<file path="config.mk">
export PLATFORM = sky130hd
export DESIGN_NAME = lidar_packet_byte_parser
export DESIGN_NICKNAME = d
export VERILOG_FILES = /design/src/hdl/lpbp_pkg.sv /design/src/hdl/lpbp_core.sv /design/src/hdl/lidar_packet_byte_parser.sv
export SDC_FILE = /design/constraint.sdc
export NUM_CORES = 1
export LEC_CHECK = 0
export ABC_AREA = 1
export BUFFER_PORTS_ARGS = -buffer_cell sky130_fd_sc_hd__clkbuf_2
export CORE_MARGIN = 8
export CORE_UTILIZATION = 45
export DETAILED_ROUTE_END_ITERATION = 7
export GPL_TIMING_DRIVEN = 1
export PLACE_DENSITY = 0.74
export SYNTH_ARGS = -nofsm -noshare
export SYNTH_HDL_FRONTEND = slang
export SYNTH_SLANG_ARGS = --single-unit
</file>
<file path="constraint.sdc">
create_clock -name clk -period 5.2 [get_ports clk]
set_clock_uncertainty 0.1 [all_clocks]
set_input_delay 1.04 -clock clk [delete_from_list [all_inputs] [get_ports clk]]
set_output_delay 1.04 -clock clk [all_outputs]
set_load 0.005 [all_outputs]
</file>
<file path="src/hdl/lpbp_pkg.sv">
package lpbp_pkg;

	localparam int POINTS_PER_BLOCK = 32;
	localparam int PT_CNT_W = (POINTS_PER_BLOCK > 1) ? $clog2(POINTS_PER_BLOCK) : 1;
	localparam logic [PT_CNT_W-1:0] PT_LAST = PT_CNT_W'(POINTS_PER_BLOCK - 1);

	localparam logic [7:0] SYNC_FIRST   = 8'hFF;
	localparam logic [7:0] SYNC_SECOND  = 8'hEE;
	localparam logic [7:0] GPS_FIRST    = 8'h24;	// '$'
	localparam logic [7:0] GPS_SECOND   = 8'h47;	// 'G'
	localparam logic [7:0] BLK_CNT_MAX  = 8'hFF;

	localparam logic [7:0] BLOCKS_RESET = 8'd12;
	localparam logic [7:0] GPS_LEN_RESET = 8'd84;

	localparam int ADDR_W = 3;
	localparam logic REG_BLOCKS  = 1'b0;
	localparam logic REG_GPS_LEN = 1'b1;

	typedef enum logic [2:0] {
		PH_IDLE,
		PH_AZIMUTH,
		PH_POINTS,
		PH_TIMESTAMP,
		PH_GPS
	} phase_t;

	typedef enum logic [2:0] {
		KIND_AZIMUTH,
		KIND_DISTANCE,
		KIND_REFLECT,
		KIND_TIMESTAMP,
		KIND_GPS_START,
		KIND_GPS_CHAR
	} kind_t;

	typedef struct packed {
		logic        valid;
		kind_t       kind;
		logic [31:0] value;
		logic [4:0]  point_index;
	} result_t;

endpackage

</file>
<file path="src/hdl/lpbp_core.sv">
module lpbp_core (
	input  logic                  clk,
	input  logic                  arst_n,
	input  logic                  accept,
	input  logic [7:0]            data_byte,
	input  logic [7:0]            blocks_per_packet,
	input  logic [7:0]            gps_sentence_length,
	output lpbp_pkg::result_t     res
);

	lpbp_pkg::phase_t phase_q, phase_d;
	logic [7:0]  prev_q, prev_d;
	logic        prev_idle_q, prev_idle_d;
	logic [lpbp_pkg::PT_CNT_W-1:0] pt_q, pt_d;
	logic [2:0]  sub_q, sub_d;
	logic [31:0] acc_q, acc_d;
	logic [7:0]  blk_q, blk_d;
	logic [7:0]  gps_rem_q, gps_rem_d;
	logic        was_idle;
	logic [15:0] dist_le;
	logic [lpbp_pkg::PT_CNT_W+4:0] pt_wide;

	assign dist_le = {data_byte, acc_q[7:0]};
	assign pt_wide = {5'b0, pt_q};

	always_ff @(posedge clk or negedge arst_n) begin
		if (!arst_n) begin
			phase_q     <= lpbp_pkg::PH_IDLE;
			prev_q      <= '0;
			prev_idle_q <= 1'b0;
			pt_q        <= '0;
			sub_q       <= '0;
			acc_q       <= '0;
			blk_q       <= '0;
			gps_rem_q   <= '0;
		end else if (accept) begin
			phase_q     <= phase_d;
			prev_q      <= prev_d;
			prev_idle_q <= prev_idle_d;
			pt_q        <= pt_d;
			sub_q       <= sub_d;
			acc_q       <= acc_d;
			blk_q       <= blk_d;
			gps_rem_q   <= gps_rem_d;
		end
	end

	always_comb begin
		phase_d     = phase_q;
		prev_d      = data_byte;
		pt_d        = pt_q;
		sub_d       = sub_q;
		acc_d       = acc_q;
		blk_d       = blk_q;
		gps_rem_d   = gps_rem_q;
		was_idle    = 1'b0;
		res.valid       = 1'b0;
		res.kind        = lpbp_pkg::KIND_AZIMUTH;
		res.value       = '0;
		res.point_index = '0;

		case (phase_q)
			lpbp_pkg::PH_AZIMUTH: begin
				if (sub_q == 3'd0) begin
					acc_d = {24'b0, data_byte};
					sub_d = 3'd1;
				end else begin
					res.valid = 1'b1;
					res.kind  = lpbp_pkg::KIND_AZIMUTH;
					res.value = {16'b0, dist_le};
					sub_d     = 3'd0;
					pt_d      = '0;
					phase_d   = lpbp_pkg::PH_POINTS;
				end
			end
			lpbp_pkg::PH_POINTS: begin
				case (sub_q)
					3'd0: begin
						acc_d = {24'b0, data_byte};
						sub_d = 3'd1;
					end
					3'd1: begin
						res.valid       = 1'b1;
						res.kind        = lpbp_pkg::KIND_DISTANCE;
						res.value       = {15'b0, dist_le, 1'b0};
						res.point_index = pt_wide[4:0];
						sub_d           = 3'd2;
					end
					default: begin
						res.valid       = 1'b1;
						res.kind        = lpbp_pkg::KIND_REFLECT;
						res.value       = {24'b0, data_byte};
						res.point_index = pt_wide[4:0];
						sub_d           = 3'd0;
						if (pt_q == lpbp_pkg::PT_LAST) begin
							pt_d    = '0;
							phase_d = (blk_q == blocks_per_packet) ?
								lpbp_pkg::PH_TIMESTAMP : lpbp_pkg::PH_IDLE;
						end else begin
							pt_d = pt_q + 1'b1;
						end
					end
				endcase
			end
			lpbp_pkg::PH_TIMESTAMP: begin
				if (sub_q[2] == 1'b0) begin
					// little-endian assembly, first byte clears the word
					if (sub_q[1:0] == 2'd0)
						acc_d = {24'b0, data_byte};
					else
						acc_d[8*sub_q[1:0] +: 8] = data_byte;
					sub_d = sub_q + 3'd1;
				end else begin
					// fifth byte is dropped, timestamp goes out here
					res.valid = 1'b1;
					res.kind  = lpbp_pkg::KIND_TIMESTAMP;
					res.value = acc_q;
					sub_d     = 3'd0;
					blk_d     = '0;
					phase_d   = lpbp_pkg::PH_IDLE;
				end
			end
			lpbp_pkg::PH_GPS: begin
				if (gps_rem_q != 8'd0) begin
					res.valid = 1'b1;
					res.kind  = lpbp_pkg::KIND_GPS_CHAR;
					res.value = {24'b0, data_byte};
					gps_rem_d = gps_rem_q - 8'd1;
				end else begin
					phase_d = lpbp_pkg::PH_IDLE;
				end
			end
			default: begin
				was_idle = 1'b1;
				phase_d  = lpbp_pkg::PH_IDLE;
				if (prev_idle_q && prev_q == lpbp_pkg::SYNC_FIRST &&
				    data_byte == lpbp_pkg::SYNC_SECOND) begin
					phase_d = lpbp_pkg::PH_AZIMUTH;
					sub_d   = 3'd0;
					if (blk_q != lpbp_pkg::BLK_CNT_MAX)
						blk_d = blk_q + 8'd1;
				end else if (prev_idle_q && prev_q == lpbp_pkg::GPS_FIRST &&
				             data_byte == lpbp_pkg::GPS_SECOND) begin
					phase_d   = lpbp_pkg::PH_GPS;
					gps_rem_d = gps_sentence_length;
					res.valid = 1'b1;
					res.kind  = lpbp_pkg::KIND_GPS_START;
				end
			end
		endcase

		prev_idle_d = was_idle;
	end

endmodule

</file>
<file path="src/hdl/lidar_packet_byte_parser.sv">
// Lidar byte-stream parser: takes one raw byte per request on data_byte and
// returns zero or one result per byte (azimuth, doubled distance, reflectivity,
// timestamp, GPS start, GPS character) on kind/value/point_index. Parser
// state is updated in the accept cycle and the result lands in an output
// register, so a byte can be accepted every cycle as long as the output
// register is empty or being drained. A sync pair (0xFF,0xEE or
// '$','G') is only recognized when both bytes arrive while the parser is idle.
// Registers: 0x0 blocks_per_packet (reset 12), 0x4 gps_sentence_length
// (reset 84); write them only while the parser is idle.
module lidar_packet_byte_parser (
	input  logic                          clk,
	input  logic                          arst_n,
	input  logic                          in_valid,
	output logic                          in_ready,
	input  logic [7:0]                    data_byte,
	output logic                          out_valid,
	input  logic                          out_ready,
	output logic [2:0]                    kind,
	output logic [31:0]                   value,
	output logic [4:0]                    point_index,
	input  logic                          psel,
	input  logic                          penable,
	input  logic                          pwrite,
	input  logic [lpbp_pkg::ADDR_W-1:0]   paddr,
	input  logic [31:0]                   pwdata,
	output logic [31:0]                   prdata,
	output logic                          pready
);

	logic [7:0] blocks_q;
	logic [7:0] gps_len_q;
	logic       cfg_wr;
	logic       accept;
	lpbp_pkg::result_t res;
	logic        out_valid_q;
	lpbp_pkg::kind_t kind_q;
	logic [31:0] value_q;
	logic [4:0]  point_q;

	assign pready = 1'b1;
	assign cfg_wr = psel & penable & pwrite;

	always_ff @(posedge clk or negedge arst_n) begin
		if (!arst_n) begin
			blocks_q  <= lpbp_pkg::BLOCKS_RESET;
			gps_len_q <= lpbp_pkg::GPS_LEN_RESET;
		end else if (cfg_wr) begin
			case (paddr[2])
				lpbp_pkg::REG_BLOCKS:  blocks_q  <= pwdata[7:0];
				lpbp_pkg::REG_GPS_LEN: gps_len_q <= pwdata[7:0];
				default: ;
			endcase
		end
	end

	always_comb begin
		case (paddr[2])
			lpbp_pkg::REG_BLOCKS:  prdata = {24'b0, blocks_q};
			lpbp_pkg::REG_GPS_LEN: prdata = {24'b0, gps_len_q};
			default:               prdata = '0;
		endcase
	end

	// the output register frees up in the same cycle it is drained
	assign in_ready = !out_valid_q || out_ready;
	assign accept   = in_valid && in_ready;

	lpbp_core u_core (
		.clk                 (clk),
		.arst_n              (arst_n),
		.accept              (accept),
		.data_byte           (data_byte),
		.blocks_per_packet   (blocks_q),
		.gps_sentence_length (gps_len_q),
		.res                 (res)
	);

	always_ff @(posedge clk or negedge arst_n) begin
		if (!arst_n) begin
			out_valid_q <= 1'b0;
		end else if (in_ready) begin
			out_valid_q <= accept && res.valid;
		end
	end

	always_ff @(posedge clk) begin
		if (accept && res.valid) begin
			kind_q  <= res.kind;
			value_q <= res.value;
			point_q <= res.point_index;
		end
	end

	assign out_valid   = out_valid_q;
	assign kind        = kind_q;
	assign value       = value_q;
	assign point_index = point_q;

endmodule
</file>
==> metrics, run 1 <==
Worst R2R End value[10]; Adder-Cell Fraction of Synth Area 0.0222; cell count after synthesis 808; drt pass-1 iters 5; ys async rst share 0.680; sequential area share after synthesis 0.492; synthesized cell area 0.00677 mm^2; H-tree depth 4; layout net count 943; Post-synth EDFFs 40; Leakage 3.68 nW; die area 0.0192 mm^2; area grow syn2layout 14.6%; PwrDens 305 mW/mm^2; crit path kind reg -> reg; largest net degree at the start of global routing 48; RSZ-0062 raised after global routing false; Chip Width 139 um; Starting Density 0.452; WHS 381 ps; CP endpoint value[10]; DP HPWL 11.1 mm; main combinational cell family by area after synthesis simple AND/OR/NAND/NOR gates; Synth Register Bits 125; share of the synthesized area in the top cell type 0.296; IO Count 125; Vias 5,566; clock latency on the worst-skew pair 420 ps; clock sink count 125; core area 0.0150 mm^2; critical-path maximum fanout 39; type of the tightest min-delay check reg -> reg; crit path launch type flip-flop; CTS resizes 0; Num CTS Buffers 17; Seq. cell area 0.00333 mm^2; final max-slew violation count 0; GRT Total Usage 0.167; final wirelength 16.0 mm; Crit. End Element flip-flop; max-cap viol count 0; placed inst area 0.00718 mm^2; post-synthesis mux area share 0; Post-Place Cells 1,050; Cell Count, Final, Fillers Out 1,082; CTS root buf clkbuf_16; Setup Buffers After CTS 0; Wirelength per Cell 14.8 um; drt drc 0; initial antenna violation count 0; yosys warns 0; Inserted Diodes 0; cts hold-fix bufs 0; GRT overflow 0; FF-to-FF setup slack 1930 ps; fmax 306 MHz; R2R depth 12; fin crit share 0.628; CTS Buffer Depth 2; gpl congestion 0.871; worst path required time 5150 ps; I/O Buffers 73; worst-margin pin slew 891 ps; TritonCTS clock tree done; relative slew slack 0.403; Vias/cell 5.14; DRT antenna net count 0; synth top area cells dfrtp_1, edfxtp_1, nand2_1, inv_1, o21ai_0; Vert. Die Dim 139 um; Final Hold Fails 0; Peak VDD IR 0.000235 V; crit path from u_core.sub_q[0]; Yosys cell types 45; via count of the first global-routing pass 5,351; Post-Synth Simple-Gate Area 0.282; Tmin final 3270 ps; largest area contributor in the netlist dfrtp_1; worst path arrival time 3220 ps; Final Cell Area 0.00776 mm^2; layout cells sized above 1 0.187; area taken by multi-input logic gates 0.00290 mm^2; 1st-iter DRT viols 502; Filler Cells Inserted 1,398; Synth Area in XOR/XNOR 0.00776; setup TNS 0 ps; Synth Area in Compound Gates 0.102; Setup-failing EPs final 0; first-pass GRT wire length 26.2 mm; Syn Area/Cell 8.38 um^2; Reg-to-Reg Start u_core.sub_q[0]; status complete, no violations; row cnt 45; Main synth FF type dfrtp_1; Clock transition at path regs 60 ps
-- where the power goes --
group	total (W)	switching [W]	internal, W	leakage (nW)
clock	0.00115	0.000454	0.000700	0.288
combinational	0.000139	0.0000877	0.0000508	1.96
sequential	0.00108	0.0000311	0.00105	1.43
total	0.00237	0.000573	0.00180	3.68
-- layout make-up --
cell class,instances,share of cell area
Sequential cell,125,0.430
Multi-Input combinational cell,574,0.373
Timing Repair Buffer,75,0.0493
Clock inverter,10,0.00951
Tap cell,188,0.0303
Clock buffer,22,0.0654
Inverter,88,0.0426
-- through the flow --
step                       util  power [W]  setup slack (ps)
after floorplan               -    0.00118              2080
after global placement    0.479    0.00123              2070
after detailed placement  0.479    0.00123              2040
after CTS                 0.518    0.00238              1980
after global routing      0.518    0.00244              1690
final                     0.518    0.00237              1930
-- state kept, by name, indices dropped and copies added (netlist names) --
name,flops
blocks_q,8
gps_len_q,8
kind,3
out_valid,1
point_index,5
u_core.acc_q,32
u_core.blk_q,8
u_core.gps_rem_q,8
u_core.phase_q,3
u_core.prev_idle_q,1
u_core.prev_q,8
u_core.pt_q,5
u_core.sub_q,3
value,32
-- layer usage --
metal / global-route usage / vias to the layer above / part of all wire
met1: 0.209 / 2575 / 0.44
met5: 0 / - / 0
li1: - / 2741 / -
met4: 0.0705 / 0 / 0.024
met2: 0.272 / 218 / 0.48
met3: 0.0375 / 32 / 0.064
-- cell families (layout without fill, tap and decap cells) --
kind of cell / Yosys count / after routing
AOI/OAI and AO/OA: 113 / 113
xor gates and xnor gates: 6 / 6
adders and majority gates: 12 / 12
buffers and inverters: 132 / 195
DFF: 125 / 125
other: 2 / 25
and+or+nand+nor: 418 / 418
-- synthesized netlist by cell type, types with 3 or more instances --
cell type,count
o221ai_1,12
xnor2_1,6
nand2_1,251
nor2_4,5
o21ai_1,22
nand2_4,8
a21oi_1,6
nand3_1,37
edfxtp_1,40
o21ai_0,53
nand2_2,6
buf_6,4
inv_1,74
nor2_2,3
ha_1,12
dfrtp_1,80
nor4_1,7
buf_2,3
a22oi_1,4
dfstp_2,5
nor3_1,13
nand3_2,4
nand4_1,10
buf_4,26
clkbuf_1,11
o21ai_2,10
nor2_1,62
inv_2,12
-- layout by cell type, fill, tap and decap left out, types with 12 or more instances in the layout --
master,netlist,routed
clkbuf_16,0,20
clkbuf_2,0,72
conb_1,2,25
dfrtp_1,80,80
edfxtp_1,40,40
ha_1,12,12
inv_1,74,74
inv_2,12,12
nand2_1,251,251
nand3_1,37,37
nor2_1,62,62
nor3_1,13,13
o21ai_0,53,53
o21ai_1,22,22
o221ai_1,12,12
-- how the worst min path moves through the flow --
stage | from | end | slack, ps | depth (start not counted)
after floorplan | u_core.acc_q[16] | u_core.acc_q[16] | 350 | 2
after global placement | u_core.acc_q[26] | u_core.acc_q[26] | 360 | 2
after detailed placement | u_core.acc_q[28] | u_core.acc_q[28] | 380 | 2
after CTS | u_core.acc_q[26] | u_core.acc_q[26] | 390 | 2
after global routing | u_core.acc_q[26] | u_core.acc_q[26] | 400 | 2
final | u_core.acc_q[26] | u_core.acc_q[26] | 380 | 2
-- critical path: stages (launching register included) --
cell     delay, ps
dfrtp_1        650
inv_1          190
ha_1           260
nand2_2        130
inv_1           80
nor2_1         380
inv_2          170
o21ai_0        120
nor2_1          80
nand2_1         60
nand2_1         60
inv_1          130
buf_4          470
(Power assumes the default switching activity.)
==> inputs of run 2 (changes only) <==
--- a/config.mk
+++ b/config.mk
@@ -11,7 +11,7 @@
 export CORE_UTILIZATION = 45
 export DETAILED_ROUTE_END_ITERATION = 7
 export GPL_TIMING_DRIVEN = 1
-export PLACE_DENSITY = 0.74
+export PLACE_DENSITY = 0.76
 export SYNTH_ARGS = -nofsm -noshare
 export SYNTH_HDL_FRONTEND = slang
 export SYNTH_SLANG_ARGS = --single-unit
==> constraint.sdc (replaced) <==
create_clock -name clk -period 3 [get_ports clk]
set_clock_uncertainty 0.1 [all_clocks]
set_input_delay 0.6 -clock clk [delete_from_list [all_inputs] [get_ports clk]]
set_output_delay 0.6 -clock clk [all_outputs]
set_load 0.005 [all_outputs]
==> run 2 against run 1 <==
Net effect: non-clock buffer count is 8 higher; hold slack worse by 310 ps; critical path depth is the same; critical endpoint is now value[12]; sequential power grew 73%; final cell count increased by 0.74%; via count is 1.8% higher; routed wire length rose by 1.6%; fmax grew 36%; register-to-register slack worse by 1300 ps.
==> metrics, run 2 (synthesized netlist as in run 1, its figures left out) <==
Clock transition at path regs 60 ps; clock latency on the worst-skew pair 420 ps; PwrDens 539 mW/mm^2; Filler Cells Inserted 1,376; fmax 415 MHz; worst path required time 2980 ps; die area 0.0192 mm^2; initial antenna violation count 0; fin crit share 0.803; uppermost layer routed met4; critical-path maximum fanout 22; Starting Density 0.452; Vias/cell 5.20; M1 wire length 7.13 mm; final max-slew violation count 0; DRT antenna net count 0; CTS Buffer Depth 2; Inserted Diodes 0; status complete, no violations; DP HPWL 11.4 mm; Setup-failing EPs final 0; Chip Width 139 um; DR WL met3 860 um; Vias 5,664; worst-margin pin slew 677 ps; Leakage 3.72 nW; clock sink count 125; CTS resizes 0; I/O Buffers 73; Final Hold Fails 0; Crit. End Element flip-flop; setup TNS 0 ps; Reg-to-Reg Start u_core.sub_q[1]; layout cells sized above 1 0.196; area grow syn2layout 16.1%; RSZ-0062 raised after global routing false; crit path kind reg -> reg; 1st-iter DRT viols 453; routed wl met2 8.04 mm; largest net degree at the start of global routing 45; final wirelength 16.2 mm; R2R depth 12; Wirelength per Cell 14.9 um; Setup Buffers After CTS 0; drt drc 0; first-pass GRT wire length 27.0 mm; most frequent cells in the layout nand2_1, dfrtp_1, inv_1; cts hold-fix bufs 0; row cnt 45; GRT overflow 0; crit path launch type flip-flop; gpl congestion 0.901; GRT Total Usage 0.170; Peak VDD IR 0.000407 V; TritonCTS clock tree done; layout net count 951; Cell Count, Final, Fillers Out 1,090; commonest non-fill, non-tap cell in the layout nand2_1; Worst R2R End value[12]; H-tree depth 4; max-cap viol count 0; Final Cell Area 0.00787 mm^2; placed inst area 0.00726 mm^2; Post-Place Cells 1,058; relative slew slack 0.546; core area 0.0150 mm^2; via count of the first global-routing pass 5,391; type of the tightest min-delay check in -> async; drt pass-1 iters 5; Vert. Die Dim 139 um; worst path arrival time 2390 ps; Num CTS Buffers 17; IO Count 125; CTS root buf clkbuf_16; Tmin final 2410 ps; FF-to-FF setup slack 590 ps
## run 2: through the flow
stage / setup WS [ps] / util / total power [W] / hold WS, ps
after global routing: 354 / 0.525 / 0.00439 / 105
after CTS: 572 / 0.525 / 0.00426 / 99.1
after global placement: 538 / 0.485 / 0.00213 / 366
after detailed placement: 485 / 0.485 / 0.00214 / 370
final: 590 / 0.525 / 0.00424 / 72.3
after floorplan: 238 / - / 0.00205 / 204
## run 2: report_power, final
| group | internal [W] | total (W) | switching (W) |
|---|---|---|---|
| combinational | 0.0000907 | 0.000243 | 0.000152 |
| clock | 0.00132 | 0.00213 | 0.000806 |
| sequential | 0.00181 | 0.00187 | 0.0000537 |
## run 2: worst max path at each step
stage / from / end / depth (start not counted)
after detailed placement: data_byte[2] / value[17] / 10
after global placement: data_byte[2] / value[29] / 10
final: u_core.sub_q[1] / value[12] / 12
after floorplan: u_core.sub_q[0] / kind[0] / 12
after CTS: u_core.sub_q[1] / value[12] / 12
after global routing: u_core.sub_q[1] / value[13] / 12
## run 2: final cells by class
class / count / area [um^2] / area share
clock buffer: 18 / 429 / 0.0546
clock inverter: 14 / 180 / 0.0229
inverter: 88 / 334 / 0.0425
multi-input combinational: 574 / 2900 / 0.368
sequential: 125 / 3330 / 0.424
tap: 188 / 235 / 0.0299
timing repair buffer: 83 / 455 / 0.0579
## run 2: metal layers
metal | vias up | GRT usage
met3 | 20 | 0.0379
met2 | 185 | 0.281
li1 | 2755 | -
met1 | 2704 | 0.220
met5 | - | 0
met4 | 0 | 0.0479
## run 2: worst max-delay path, cell delays in order, from the launching register on
cell and delay [ps]:
dfrtp_1 410, inv_1 120, ha_1 220, nand2_2 130
inv_1 70, nor2_1 170, inv_2 110, o21ai_0 90
nor2_1 70, nand2_1 60, nand2_1 100, clkinvlp_4 110
buf_4 300
==> inputs of run 3 (changes only) <==
==> constraint.sdc (replaced) <==
create_clock -name clk -period 2.2 [get_ports clk]
set_clock_uncertainty 0.1 [all_clocks]
set_input_delay 0.44 -clock clk [delete_from_list [all_inputs] [get_ports clk]]
set_output_delay 0.44 -clock clk [all_outputs]
set_load 0.005 [all_outputs]
==> run 3 against run 2 <==
Net effect: first-iteration DRC count is 5.3% higher; die area stayed put; critical path depth stayed put; critical path type unchanged; largest cell class unchanged.
==> metrics, run 3 (synthesized netlist as in run 1, its figures left out) <==
status complete, no violations; RSZ-0062 raised after global routing false; Filler Cells Inserted 1,325; drt pass-1 iters 6; Wirelength per Cell 14.8 um; I/O Buffers 73; GRT overflow 0; gpl congestion 0.880; Num CTS Buffers 17; Leakage 3.82 nW; Vias 5,705; relative slew slack 0.606; Setup-failing EPs final 0; layout net count 978; type of the tightest min-delay check in -> reg; TritonCTS clock tree done; WHS 144 ps; Final Hold Fails 0; Crit. End Element flip-flop; Peak VDD IR 0.000544 V; worst path required time 2200 ps; GRT Total Usage 0.175; critical-path maximum fanout 40; M1 GR Usage 0.216; met2 Use GR 0.295; crit path launch type flip-flop; Setup Buffers After CTS 0; largest net degree at the start of global routing 86; Top Usage Layer GRT met2; most frequent cells in the layout nand2_1, dfrtp_1, clkbuf_2; max-cap viol count 0; worst path arrival time 2090 ps; layout cells sized above 1 0.226; fmax 479 MHz; Vert. Die Dim 139 um; Vias/cell 5.11; area grow syn2layout 19.4%; die area 0.0192 mm^2; IO Count 125; final max-slew violation count 0; Inserted Diodes 0; Starting Density 0.452; via count of the first global-routing pass 5,665; first-pass GRT wire length 27.8 mm; H-tree depth 4; M3 GR Usage 0.0324; core area 0.0150 mm^2; clock sink count 125; worst-margin pin slew 591 ps; Cell Count, Final, Fillers Out 1,117; Post-Place Cells 1,084; CTS root buf clkbuf_16; DRT antenna net count 0; 1st-iter DRT viols 477; Clock transition at path regs 60 ps; row cnt 45; Tot Pwr 0.00560 W; DP HPWL 11.5 mm; Tmin final 2090 ps; crit path kind reg -> reg; drt drc 0; clock latency on the worst-skew pair 420 ps; commonest non-fill, non-tap cell in the layout nand2_1; final wirelength 16.5 mm; initial antenna violation count 0; PwrDens 692 mW/mm^2; CTS Buffer Depth 2; Chip Width 139 um; fin crit share 0.949
-- run 3: timing repair --
action / in CTS / in global routing
setup endpoints to repair: 0 / 1
gates resized for setup: 0 / 1
hold buffers: 1 / 0
hold endpoints to repair: 80 / 0
-- run 3: layout make-up --
cell class                      instances  area (um^2)  area share
Tap cell                              188          235      0.0291
Inverter                               88          342      0.0423
Multi-Input combinational cell        574         2930       0.363
Clock inverter                         14          136      0.0169
Sequential cell                       125         3330       0.412
Timing Repair Buffer                  110          673      0.0833
Clock buffer                           18          429      0.0531
-- run 3: stage by stage --
step / cell area (um^2) / TNS, ps / util / setup WS, ps
2_1_floorplan: 6910 / -7340 / - / -183
3_3_place_gp: 7500 / 0 / 0.501 / 138
3_5_place_dp: 7500 / 0 / 0.501 / 89.2
4_1_cts: 8080 / 0 / 0.539 / 103
5_1_grt: 8080 / 0 / 0.540 / 21.3
6_report: 8080 / 0 / 0.540 / 112
-- run 3: final timing paths --
path / startpoint / end / slack [ps] / cells past startpoint
max reg2reg: u_core.sub_q[1] / value[13] / 110 / 12
min: pwdata[6] / gps_len_q[6] / 140 / 3
max in group asynchronous: arst_n / u_core.acc_q[8] / 1130 / 3
max: u_core.sub_q[1] / value[13] / 110 / 12
min reg2reg: u_core.acc_q[27] / u_core.acc_q[27] / 390 / 2
min in group asynchronous: arst_n / gps_len_q[7] / 490 / 3
-- run 3: critical path, cell delays in order, from the launching register on --
cell	delay (ps)
dfrtp_1	430
inv_1	150
ha_4	190
nand2_4	100
inv_4	50
nor2_4	90
inv_2	40
o21ai_1	70
nor2_1	60
nand2_1	70
nand2_2	70
clkinvlp_4	100
buf_12	210
-- run 3: per-layer routing --
metal  wire length, um  up-vias
li1                  -     2808
met1              7170     2672
met2              8120      197
met3               882       28
met4               343        0
met5                 0        -
-- run 3: report_power, final --
| group | leakage [nW] | total [W] | switching, W | internal [W] |
|---|---|---|---|---|
| Combinational | 2.13 | 0.000351 | 0.000211 | 0.000140 |
| Sequential | 1.43 | 0.00254 | 0.0000708 | 0.00247 |
| Clock | 0.268 | 0.00270 | 0.00112 | 0.00158 |
